===== config.mk =====
export PLATFORM = sky130hd
export DESIGN_NAME = pcxrle_ctrl
export DESIGN_NICKNAME = d
export VERILOG_FILES = /design/src/rtl/pcxrle_pkg.sv /design/src/rtl/pcxrle_ctrl.sv
export VERILOG_INCLUDE_DIRS = /design/src /design/src/rtl
export SDC_FILE = /design/constraint.sdc
export NUM_CORES = 1
export LEC_CHECK = 0
export ABC_AREA = 1
export BUFFER_PORTS_ARGS = -buffer_cell sky130_fd_sc_hd__buf_2
export CAP_MARGIN = 10
export CELL_PAD_IN_SITES_DETAIL_PLACEMENT = 0
export CELL_PAD_IN_SITES_GLOBAL_PLACEMENT = 1
export CORE_MARGIN = 1.5
export CORE_UTILIZATION = 27
export CTS_CLUSTER_SIZE = 14
export DETAILED_ROUTE_END_ITERATION = 6
export PLACE_DENSITY_LB_ADDON = 0.12
export SLEW_MARGIN = 20
export SYNTH_ARGS = -nofsm -noshare
export SYNTH_HDL_FRONTEND = slang
export SYNTH_SLANG_ARGS = --single-unit

===== constraint.sdc =====
create_clock -name clk_i -period 2.55 [get_ports clk_i]
set_input_delay 0.3825 -clock clk_i [delete_from_list [all_inputs] [get_ports clk_i]]
set_output_delay 0.3825 -clock clk_i [all_outputs]
set_load 0.005 [all_outputs]

===== src/rtl/pcx_rle_image_decoder_defines.svh =====
// ----------------------------------------------------------------------------
// PCX RLE decoder assertion macros
// Shared concurrent assertion wrappers, clocked on clk_i, off during reset.
// ----------------------------------------------------------------------------
`ifndef PCX_RLE_IMAGE_DECODER_DEFINES_SVH
`define PCX_RLE_IMAGE_DECODER_DEFINES_SVH

// Property must hold at every clock edge outside reset.
`define PCX_ASSERT(name, prop, msg) \
  name: assert property (@(posedge clk_i) disable iff (!rst_ni) prop) \
    else $error(msg);

// Condition must never be seen outside reset.
`define PCX_ASSERT_NEVER(name, cond, msg) \
  `PCX_ASSERT(name, !(cond), msg)

`endif


===== src/rtl/pcxrle_pkg.sv =====
// ----------------------------------------------------------------------------
// PCX RLE decoder package
// Types, constants and controller/datapath link structs.
// ----------------------------------------------------------------------------
package pcxrle_pkg;

  localparam int unsigned COL_W  = 13;
  localparam int unsigned ADDR_W = 20;

  localparam logic [10:0] MAX_WIDTH    = 11'd1024;
  localparam logic [10:0] MAX_HEIGHT   = 11'd1024;
  localparam int unsigned PALETTE_SIZE = 256;

  localparam logic [10:0] RST_IMAGE_WIDTH  = 11'd320;
  localparam logic [10:0] RST_IMAGE_HEIGHT = 11'd200;
  localparam logic [11:0] RST_LINE_BYTES   = 12'd320;

  localparam logic [1:0] RUN_PREFIX     = 2'b11;
  localparam logic [7:0] PALETTE_MARKER = 8'd12;
  localparam logic [7:0] LAST_ENTRY     = 8'(PALETTE_SIZE - 1);

  localparam logic [1:0] REG_IMAGE_WIDTH  = 2'd0;
  localparam logic [1:0] REG_IMAGE_HEIGHT = 2'd1;
  localparam logic [1:0] REG_LINE_BYTES   = 2'd2;

  localparam logic [1:0] KIND_PIXEL   = 2'd0;
  localparam logic [1:0] KIND_PALETTE = 2'd1;
  localparam logic [1:0] KIND_END     = 2'd2;

  typedef enum logic [2:0] {
    ST_PIXEL,
    ST_VALUE,
    ST_RUN,
    ST_MARKER,
    ST_PALETTE,
    ST_DONE
  } ctrl_state_e;

  typedef struct packed {
    logic [7:0] data_byte;
  } in_item_t;

  typedef struct packed {
    logic [1:0]        kind;
    logic [ADDR_W-1:0] pixel_address;
    logic [7:0]        pixel_value;
    logic [7:0]        palette_index;
    logic [7:0]        red;
    logic [7:0]        green;
    logic [7:0]        blue;
    logic              last;
  } out_item_t;

  typedef struct packed {
    logic [1:0]  reg_index;
    logic [11:0] wdata;
  } cfg_item_t;

  typedef struct packed {
    logic load_run;
    logic load_value;
    logic pix_step;
    logic pix_literal;
    logic pal_start;
    logic pal_byte;
    logic emit_end;
  } cmd_t;

  typedef struct packed {
    logic restart;
    logic slot_free;
    logic no_rows;
    logic byte_prefix;
    logic byte_marker;
    logic remaining_zero;
    logic run_end;
    logic row_done;
    logic last_row;
    logic pal_emit;
    logic pal_final;
  } sts_t;

endpackage


===== src/rtl/pcxrle_ctrl.sv =====
// ----------------------------------------------------------------------------
// PCX RLE decoder controller
// Phase sequencing: pixels, run value, run emission, marker, palette, done.
// ----------------------------------------------------------------------------
`include "pcx_rle_image_decoder_defines.svh"

module pcxrle_ctrl import pcxrle_pkg::*; (
  input  logic clk_i,
  input  logic rst_ni,
  input  logic in_valid_i,
  output logic in_ready_o,
  input  sts_t sts_i,
  output cmd_t cmd_o
);

  ctrl_state_e state_q, state_d;
  logic        accept;

  assign accept = in_valid_i && in_ready_o;

  always_comb begin
    state_d = state_q;
    unique case (state_q)
      ST_PIXEL: begin
        if (sts_i.no_rows) begin
          state_d = ST_MARKER;
        end else if (accept) begin
          if (sts_i.byte_prefix) begin
            state_d = ST_VALUE;
          end else if (sts_i.row_done && sts_i.last_row) begin
            state_d = ST_MARKER;
          end
        end
      end
      ST_VALUE: begin
        if (accept) begin
          state_d = sts_i.remaining_zero ? ST_PIXEL : ST_RUN;
        end
      end
      ST_RUN: begin
        if (sts_i.slot_free && sts_i.run_end) begin
          state_d = (sts_i.row_done && sts_i.last_row) ? ST_MARKER : ST_PIXEL;
        end
      end
      ST_MARKER: begin
        if (accept) begin
          state_d = sts_i.byte_marker ? ST_PALETTE : ST_DONE;
        end
      end
      ST_PALETTE: begin
        if (accept && sts_i.pal_emit && sts_i.pal_final) begin
          state_d = ST_DONE;
        end
      end
      ST_DONE: state_d = ST_DONE;
      default: state_d = ST_PIXEL;
    endcase
    if (sts_i.restart) begin
      state_d = ST_PIXEL;
    end
  end

  always_comb begin
    cmd_o      = '0;
    in_ready_o = 1'b0;
    unique case (state_q)
      ST_PIXEL: begin
        in_ready_o = sts_i.slot_free && !sts_i.no_rows;
        if (in_valid_i && in_ready_o) begin
          if (sts_i.byte_prefix) begin
            cmd_o.load_run = 1'b1;
          end else begin
            cmd_o.pix_step    = 1'b1;
            cmd_o.pix_literal = 1'b1;
          end
        end
      end
      ST_VALUE: begin
        in_ready_o       = sts_i.slot_free;
        cmd_o.load_value = in_valid_i && in_ready_o;
      end
      ST_RUN: begin
        cmd_o.pix_step = sts_i.slot_free;
      end
      ST_MARKER: begin
        in_ready_o = sts_i.slot_free;
        if (in_valid_i && in_ready_o) begin
          cmd_o.pal_start = sts_i.byte_marker;
          cmd_o.emit_end  = !sts_i.byte_marker;
        end
      end
      ST_PALETTE: begin
        in_ready_o     = sts_i.slot_free;
        cmd_o.pal_byte = in_valid_i && in_ready_o;
      end
      ST_DONE: begin
        in_ready_o = 1'b1;
      end
      default: begin
        in_ready_o = 1'b0;
      end
    endcase
  end

  always_ff @(posedge clk_i or negedge rst_ni) begin
    if (!rst_ni) begin
      state_q <= ST_PIXEL;
    end else begin
      state_q <= state_d;
    end
  end

  `PCX_ASSERT(a_done_exit, state_q != ST_DONE && $past(state_q == ST_DONE) |-> $past(sts_i.restart), "left done without register write")
  `PCX_ASSERT_NEVER(a_run_nonzero, state_q == ST_RUN && sts_i.remaining_zero, "run emission with zero count")

endmodule


After elaboration in Yosys (flattened, before gate mapping) --
Cells that the tools add are included.
Cells by class: equality and inequality tests 11, multiplexer cells 27, reduce and logical (&&, ||, !) cells 13
Operators with widths (count):
- two-way mux 3 bit | 9
- case mux 3 bit (6 select lines) | 1
- != test 3 bit, second input constant | 4
- two-way mux 1 bit | 11
- logical AND 1 bit | 8
- two-way mux 2 bit | 4
- equality test 3 x 2 -> 1 bit, second input constant | 2
- equality test 3 bit, second input constant | 2
- AND reduction 6 bit | 1
- != test 5 bit, second input constant | 1
- != test 4 bit, second input constant | 1
- equality test 3 x 1 -> 1 bit, second input constant | 1
- logical NOT 3 bit | 1
- case mux 1 bit (3 select lines) | 1
- OR reduction 3 bit | 1
- logical NOT 1 bit | 2
- case mux 1 bit (2 select lines) | 1
Word-level totals: flip-flop bits (word level) 3, bits of input ports 14, output and inout bits 8

Longest topological paths before layout --
Gate-level depths: netlist of run 1.
depth in word-level cells 9, mapped depth 13, depth with buffers taken out 13

Worst setup path before layout of run 1 --
Ideal clock, no wire load.
path kind flip-flop to output port, start point reg state_q[2], end point out cmd_o[4] (netlist name), data arrival time 983 ps, data required time 2168 ps, path slack 1185 ps, cell stages (with the launch flop) 6, buffers on the path 0, cell sequence dfrtp_1 nor2_1 nand2_1 nor2_1 nand2_1 o21ai_0
RTL lines:
- start: declaration | line pcxrle_ctrl.sv:16 | ctrl_state_e state_q, state_d;
- start signal: assignment | line pcxrle_ctrl.sv:109 | state_q <= state_d;
- end: declaration | line pcxrle_ctrl.sv:13 | output cmd_t cmd_o

==> results.toml, run 1 <==
[synthesis]
yosys-top-cells-area = "nand2_1, dfrtp_1, inv_1, nor2_1, nand3_1"
ys_seq_area_share_pct = 19.0
synth_top_area_share_pct = 22.8
yosys.area.top_type = "nand2_1"
ys_ff_latch = 3
netlist_area_um2 = 395
synth-edff-count = 0
synth_cell_types = 16
synth_cells = 73
synth_area_per_cell_um2 = 5.42
synth_common_cells = "nand2_1, inv_1, nor2_1"
synth.most_common_cell = "nand2_1"
synthFlopType = "dfrtp_1"
async_flop_share_pct = 100
yosys_warnings = 0
synthesis.nets = 87

[sta]
fmax_mhz = 550
finalCritPeriodShare_pct = 71.3
fin_setup_tns_ns = 0
rsz0062_at_grt = "no"
relSlewSlack_pct = 74.4
hold_violations = 0
drv_slew = 0
finalSetupViolCount = 0
post-route-min-period_ns = 1.82
worst_pin_slew_ns = 0.381
worst_clock_skew_ns = 0.00282

[power_and_ir_drop]
ir_drop_uv = 328
p_seq_share_pct = 21.1
intPower_mw = 0.215
pwr-share-clk_pct = 19.7
cellLeakagePower_nw = 0.329
power.total_mw = 0.409
p_sw_mw = 0.194
swShare_pct = 47.4
p_comb_share_pct = 59.2
p_per_area_nw_per_um2 = 737

[global_routing]
grt_overflow = 0
grt_start_max_net_pins = 8
grt.total_usage_pct = 15.5
antenna_found_initial = 0
grt_first_pass_wirelength_um = 1700
grt_pass1_vias = 443
met1_usage_pct = 19.1
top_usage_layer = "met2"
gr-usage-met2_pct = 26.6
grt_use_met3_pct = 1.63

[die]
fp.dieArea_um2 = 1700
dieHeight_um = 41.3
coreArea_um2 = 1330
ios = 22
start_util_pct = 29.6
rows = 13
fp.dieW_um = 41.3

[clock_network]
cts.sinks = 3
clk_latency_ns = 0.23
h-tree-depth = 1
clk_root_buffer_cell = "clkbuf_4"
cts_tree = "yes"
cts.path.max_buffers = 2
cts_buffers = 3
clkTransAtPathRegs_ns = 0.04
postCtsResizedCells = 0

[routing]
drc = 0
drt_iter0_markers = 13
drtPass1Iterations = 4
routedWlPerCell_um = 9.81
route.vias.total = 521
wirelength_um = 1120
ant_nets = 0
avgViaCountPerCell = 4.57

[setup_path]
cp-end-kind = "primary output"
critical-path-top-delay-family = "simple AND/OR/NAND/NOR gates"
crit_cells = 5
required_ns = 2.17
critPathMaxFanout = 5
critPathSlowestCell = "dfrtp_1"
path_cells = "inv_1 > nor3_1 > inv_1 > nor3_1 > buf_2"
arrival_ns = 1.44
path_class = "reg2out"
reg2reg_depth = 12
worstSetupStartpointType = "register"
critical_path_buf_inv_count = 3
max_stage_delay_ns = 0.38

[hold_path]
hold_class = "in2async"

[cells_and_area]
regMostFlops = "state_q"
fin_cells = 114
area_growth_pct = 40.5
largest_register_ff_count = 3
n_antenna_cell = 0
top_regs = "state_q (3)"
final_net_count = 114
drive_gt1_share_pct = 29.3

[placed_design]
hpwl_um = 944
place_inst = 109
io_buffers = 21
place.gp.congestion = 0.735

[run]
cap_violations = 0

[run_status]
status = "finished, final reports clean"
path summary, 6_finish.rpt:
check / startpoint / slack [ns] / to
max in group asynchronous: rst_ni / 1.97 / state_q[2]
setup / recovery: state_q[0] / 0.73 / cmd_o[2]
setup reg to reg: state_q[2] / 1.05 / state_q[1]
min in group clk_i: sts_i[10] / 0.47 / state_q[2]
hold / removal: rst_ni / 0.47 / state_q[1]
hold reg to reg: state_q[1] / 0.54 / state_q[1]
layer usage:
| layer | wire length [µm] | vias up | share of wire (%) |
|---|---|---|---|
| met5 | 0 | - | 0 |
| met1 | 535 | 221 | 48 |
| met4 | 0 | 0 | 0 |
| met3 | 57 | 0 | 5.1 |
| li1 | - | 288 | - |
| met2 | 526 | 12 | 47 |
metrics by stage:
step                utilization [%]  instance area [µm²]  hold WS (ns)  setup WS (ns)
detailed placement             38.9                  519         0.178          0.979
global placement               38.9                  519         0.179          0.907
global route                   41.7                  556         0.475          0.561
CTS                            41.7                  556         0.474          0.723
finish                         41.7                  556         0.468          0.732
floorplan                         -                  395        0.0869           1.18
cell families (layout without fill, tap and decap cells):
logic type	count (synthesis)	count (layout)	synth area share, %
flip-flops	3	3	19.0
AO/OA/AOI/OAI	9	9	14.9
AND/OR/NAND/NOR	49	49	54.7
buffers and inverters	12	38	11.4
cell type report:
cell class	instances	area, µm²
Timing Repair Buffer	22	115
Tap cell	15	18.8
Sequential cell	3	75.1
Fill cell	156	778
Clock buffer	4	26.3
Inverter	12	45.0
Multi-Input combinational cell	58	275
placed cells by master, fill, tap and decap left out:
cell type / count
nand3_1: 5
inv_2: 1
inv_1: 11
buf_2: 21
nor2_1: 9
a21oi_4: 1
nand2_1: 24
nand2_2: 2
dlygate4sd3_1: 1
clkbuf_1: 1
nand3b_1: 1
dfrtp_1: 3
nor3_1: 5
nand3_2: 1
clkbuf_4: 3
a21oi_1: 3
o21ai_0: 4
nor4_1: 1
o211ai_1: 1
nand4_1: 1
power by group through the flow:
| stage | Sequential, mW | Combinational, mW | Clock (mW) |
|---|---|---|---|
| floorplan | 0.0825 | 0.178 | 0 |
| global placement | 0.0870 | 0.249 | 0 |
| detailed placement | 0.0867 | 0.242 | 0 |
| CTS | 0.0861 | 0.245 | 0.0832 |
| global route | 0.0901 | 0.277 | 0.0936 |
| finish | 0.0863 | 0.243 | 0.0806 |
timing repair:
item	4_1_cts	5_1_grt
endpoints found under the hold margin	3	0
setup buffers	0	0
setup endpoints to repair	0	0
hold buffers	1	0
(Power assumes the default switching activity.)
==> run 2, diff against run 1 <==
- CORE_UTILIZATION: 27 -> 25
- clock period: 2.55 -> 1.8 ns (I/O delays scaled with it)
==> run 2 against run 1 <==
  * Sequential power up 48%
  * Global-route usage shrank 2.0 points
  * Largest power group unchanged
  * Non-clock buffer count unchanged
  * Final cell count grew 0.88%
  * Total power grew 46%
  * Core utilization shrank 3.8 points
  * First-iteration DRC count down 69%
==> results.toml, run 2 (synthesized netlist as in run 1, its figures left out) <==
[setup_path]
max_stage_delay_ns = 0.44
reg2reg_from = "state_q[2]"
r2r_slack_ns = 0.31
worstSetupStartpointType = "register"
reg2reg_depth = 12
cp-end-kind = "primary output"
arrival_ns = 1.40
critPathMaxFanout = 7
required_ns = 1.53
worstReg2RegEnd = "state_q[1]"
path_class = "reg2out"
critPathSlowestCell = "dfrtp_2"
path_cells = "nor2_1 > nand2_1 > nor2_1 > nand2_1 > o21ai_0 > buf_2"

[clock_network]
cts.sinks = 3
cts_buffers = 3
h-tree-depth = 1
cts_setup_buffers = 0
cts.path.max_buffers = 2
cts_tree = "yes"
clkTransAtPathRegs_ns = 0.04
clk_latency_ns = 0.23
clk_root_buffer_cell = "clkbuf_4"

[routing]
wirelength_um = 1160
avgViaCountPerCell = 4.59
drt_iter0_markers = 4
ant_nets = 0
routedWlPerCell_um = 10.1
drc = 0
drtPass1Iterations = 5
route.vias.total = 528

[sta]
fin_hold_ws_ns = 0.357
drv_slew = 0
relSlewSlack_pct = 73.8
fmax_mhz = 597
post-route-min-period_ns = 1.67
finalCritPeriodShare_pct = 93.0
hold_violations = 0
worst_clock_skew_ns = 0.00617
rsz0062_at_grt = "no"
worst_pin_slew_ns = 0.390
finalSetupViolCount = 0
fin_setup_tns_ns = 0

[global_routing]
grt_first_pass_wirelength_um = 1890
grt.total_usage_pct = 13.5
grt_start_max_net_pins = 8
antenna_found_initial = 0
grt_pass1_vias = 465
grt_overflow = 0

[power_and_ir_drop]
ir_drop_uv = 646
cellLeakagePower_nw = 0.329
power.total_mw = 0.596
p_per_area_nw_per_um2 = 1060

[cells_and_area]
regMostFlops = "state_q"
top_regs = "state_q (3)"
n_antenna_cell = 0
mostFrequentLayoutCell = "nand2_1"
n_fill_cell = 182
area_growth_pct = 42.4
most-common-layout-cells = "nand2_1, buf_2, inv_1, nor2_1, nand3_1"
final_net_count = 114
fin_cells = 115
drive_gt1_share_pct = 32.3
largest_register_ff_count = 3

[placed_design]
place.gp.congestion = 0.723
place_inst = 110
hpwl_um = 977
io_buffers = 21

[die]
dieHeight_um = 42.8
ios = 22
start_util_pct = 26.6
fp.dieW_um = 42.8
rows = 14
fp.dieArea_um2 = 1830
coreArea_um2 = 1490

[run_status]
status = "finished, final reports clean"

[run]
cap_violations = 0

[hold_path]
hold_class = "in2async"
## run 2: per-layer routing
metal  GRT usage, %  routed length (µm)
met5              0                   0
met4           3.75                   0
met3           5.53                  72
met2           21.5                 544
met1           16.5                 546
## run 2: cell type report
type | instances | area, µm² | share of cell area [%]
Multi-Input combinational cell | 58 | 280 | 49.8
Timing Repair Buffer | 22 | 115 | 20.4
Sequential cell | 3 | 76.3 | 13.6
Inverter | 12 | 45.0 | 8.00
Clock buffer | 4 | 26.3 | 4.67
Tap cell | 16 | 20.0 | 3.56
## run 2: through the flow
step / worst slack (ns) / cell area, µm² / util (%)
after floorplan: 0.445 / 395 / -
after global placement: 0.252 / 520 / 35.0
after detailed placement: 0.293 / 520 / 35.0
after CTS: 0.105 / 557 / 37.4
after global routing: 0.0202 / 563 / 37.8
final: 0.126 / 563 / 37.8
## run 2: where the power goes
part,switching (mW),internal [mW]
registers,0.0345,0.0933
clock network,0.0353,0.0831
logic,0.218,0.132
## run 2: worst max-delay path by stage
stage                             to  slack (ns)       start  cells after the start
after CTS                   cmd_o[2]        0.10  state_q[0]                      5
after global placement      cmd_o[2]        0.25  state_q[0]                      5
after detailed placement  state_q[1]        0.29  state_q[2]                     12
final                       cmd_o[4]        0.13  state_q[2]                      6
after global routing        cmd_o[4]        0.02  state_q[2]                      6
after floorplan           state_q[1]        0.45  state_q[2]                     12
## run 2: what timing repair did
item,in CTS,in global routing
hold buffers,1,0
resized for setup,0,3
setup endpoints to repair,0,2
hold endpoints to repair,3,0
## run 2: critical path, delay by kind of cell, from the launching register on
family | cells | cell delay, ns
and+or+nand+nor | 4 | 0.45
buffers and inverters | 1 | 0.13
DFF | 1 | 0.44
AOI/OAI and AO/OA | 1 | 0.15
==> run 3, diff against run 2 <==
- CORE_UTILIZATION: 25 -> 27
- CTS_BUF_LIST: unset -> sky130_fd_sc_hd__clkbuf_8
==> run 3 against run 2 <==
  * Combinational power is 1% higher
  * Routed wire length is 3.5% lower
  * Sequential cell count stayed put
  * Core utilization is 5.7 points higher
  * Non-clock buffer count stayed put
  * Critical path depth stayed put
  * Sequential share of layout area is 0.41 points lower
  * Final area is 3.1% higher
  * Worst hold slack better by 0.019 ns
  * Fmax is 2.3% higher
==> results.toml, run 3 (synthesized netlist as in run 1, its figures left out) <==
[power_and_ir_drop]
cellLeakagePower_nw = 0.341
p_comb_share_pct = 53.3
pwr-share-clk_pct = 27.7
swShare_pct = 44.4
intPower_mw = 0.370
p_seq_share_pct = 19.0
p_sw_mw = 0.296
ir_drop_uv = 793
p_per_area_nw_per_um2 = 1150

[sta]
worst_pin_slew_ns = 0.359
finalCritPeriodShare_pct = 90.9
setup_ws_ns = 0.163
fmax_mhz = 611
hold_violations = 0
fin_setup_tns_ns = 0
fin_hold_ws_ns = 0.376
finalSetupViolCount = 0
post-route-min-period_ns = 1.64
drv_slew = 0
rsz0062_at_grt = "no"
relSlewSlack_pct = 75.9
worst_clock_skew_ns = 0.00417

[setup_path]
critPathSlowestCell = "dfrtp_2"
max_stage_delay_ns = 0.44
critical_path_buf_inv_count = 1
worstSetupStartpointType = "register"
path_class = "reg2out"
critPathMaxFanout = 7
critical-path-top-delay-family = "simple AND/OR/NAND/NOR gates"
arrival_ns = 1.37
path_cells = "nor2_1 > nand2_1 > nor2_1 > nand2_1 > o21ai_0 > buf_2"
r2r_slack_ns = 0.30
required_ns = 1.53
cp-end-kind = "primary output"

[placed_design]
hpwl_um = 956
io_buffers = 21
placed_cell_area_um2 = 519
pre_cts_ws_ns = 0.293
place.gp.congestion = 0.747
place_inst = 109

[cells_and_area]
mostFrequentLayoutCell = "nand2_1"
multiInputGateArea_um2 = 280
final_net_count = 114
seq_area_um2 = 76.3
most-common-layout-cells = "nand2_1, buf_2, inv_1, nor2_1, nand3_1"
regMostFlops = "state_q"
area_growth_pct = 46.8
largest_register_ff_count = 3
final_area_um2 = 581
fin_cells = 114
n_antenna_cell = 0
top_regs = "state_q (3)"
n_fill_cell = 155
drive_gt1_share_pct = 32.3

[clock_network]
cts.sinks = 3
cts_buffers = 3
clk_latency_ns = 0.21
clk_root_buffer_cell = "clkbuf_8"
cts.path.max_buffers = 2
h-tree-depth = 1
clkTransAtPathRegs_ns = 0.03
cts_tree = "yes"
cts_setup_buffers = 0

[hold_path]
hold_class = "in2reg"

[die]
fp.dieW_um = 41.3
ios = 22
dieHeight_um = 41.3
rows = 13
fp.dieArea_um2 = 1700
start_util_pct = 29.6
coreArea_um2 = 1330

[routing]
drc = 0
route.vias.total = 540
routedWlPerCell_um = 9.84
ant_nets = 0
wirelength_um = 1120
drtPass1Iterations = 4
avgViaCountPerCell = 4.74
drt_iter0_markers = 24

[global_routing]
grt.total_usage_pct = 15.4
grt_pass1_vias = 430
grt_first_pass_wirelength_um = 1720
grt_overflow = 0
grt_start_max_net_pins = 8
antenna_found_initial = 0

[run]
cap_violations = 0

[run_status]
status = "finished, final reports clean"
## run 3: metal layers
layer / GRT usage [%] / part of all wire, % / wire length, µm / vias to the layer above
met5: 0 / 0 / 0 / -
met4: 0 / 0 / 0 / 0
met3: 6.52 / 6.6 / 74 / 0
met2: 25.4 / 45 / 505 / 18
met1: 19.6 / 48 / 542 / 236
li1: - / - / - / 286
## run 3: area by class of cell
| cell class | instances | share of cell area, % |
|---|---|---|
| well taps | 15 | 3.23 |
| flip-flops and latches | 3 | 13.1 |
| clock inverters | 1 | 0.647 |
| inverters | 12 | 7.76 |
| clock buffers | 3 | 7.11 |
| repair buffers | 22 | 19.8 |
| multi-input cells | 58 | 48.3 |
## run 3: final timing paths
check                                start    endpoint  cells after the start
worst max-delay path            state_q[2]    cmd_o[4]                      6
worst min-delay path             sts_i[10]  state_q[2]                      4
worst max register to register  state_q[2]  state_q[1]                     12
worst min register to register  state_q[1]  state_q[1]                      2
max in group asynchronous           rst_ni  state_q[2]                      2
min in group asynchronous           rst_ni  state_q[1]                      2
## run 3: what timing repair did
item	in CTS	in global routing
hold endpoints to repair	3	0
setup endpoints to repair	0	3
hold buffers	1	0
resized for setup	0	3
## run 3: metrics by stage
step	total power, mW	utilization [%]
6_report	0.666	43.5
5_1_grt	0.740	43.5
4_1_cts	0.664	43.1
3_5_place_dp	0.470	38.9
3_3_place_gp	0.479	38.9
2_1_floorplan	0.369	-
## run 3: power by group through the flow
| stage | Combinational, mW | Sequential [mW] | Clock, mW |
|---|---|---|---|
| 5_1_grt | 0.406 | 0.132 | 0.202 |
| 6_report | 0.355 | 0.127 | 0.184 |
| 3_3_place_gp | 0.355 | 0.124 | 0 |
| 2_1_floorplan | 0.252 | 0.117 | 0 |
| 3_5_place_dp | 0.347 | 0.124 | 0 |
| 4_1_cts | 0.352 | 0.123 | 0.189 |
## run 3: worst min-delay path, cell delays in order
cell,delay [ns]
buf_2,0.10
a21oi_1,0.05
nand3_1,0.07
nand2_1,0.05
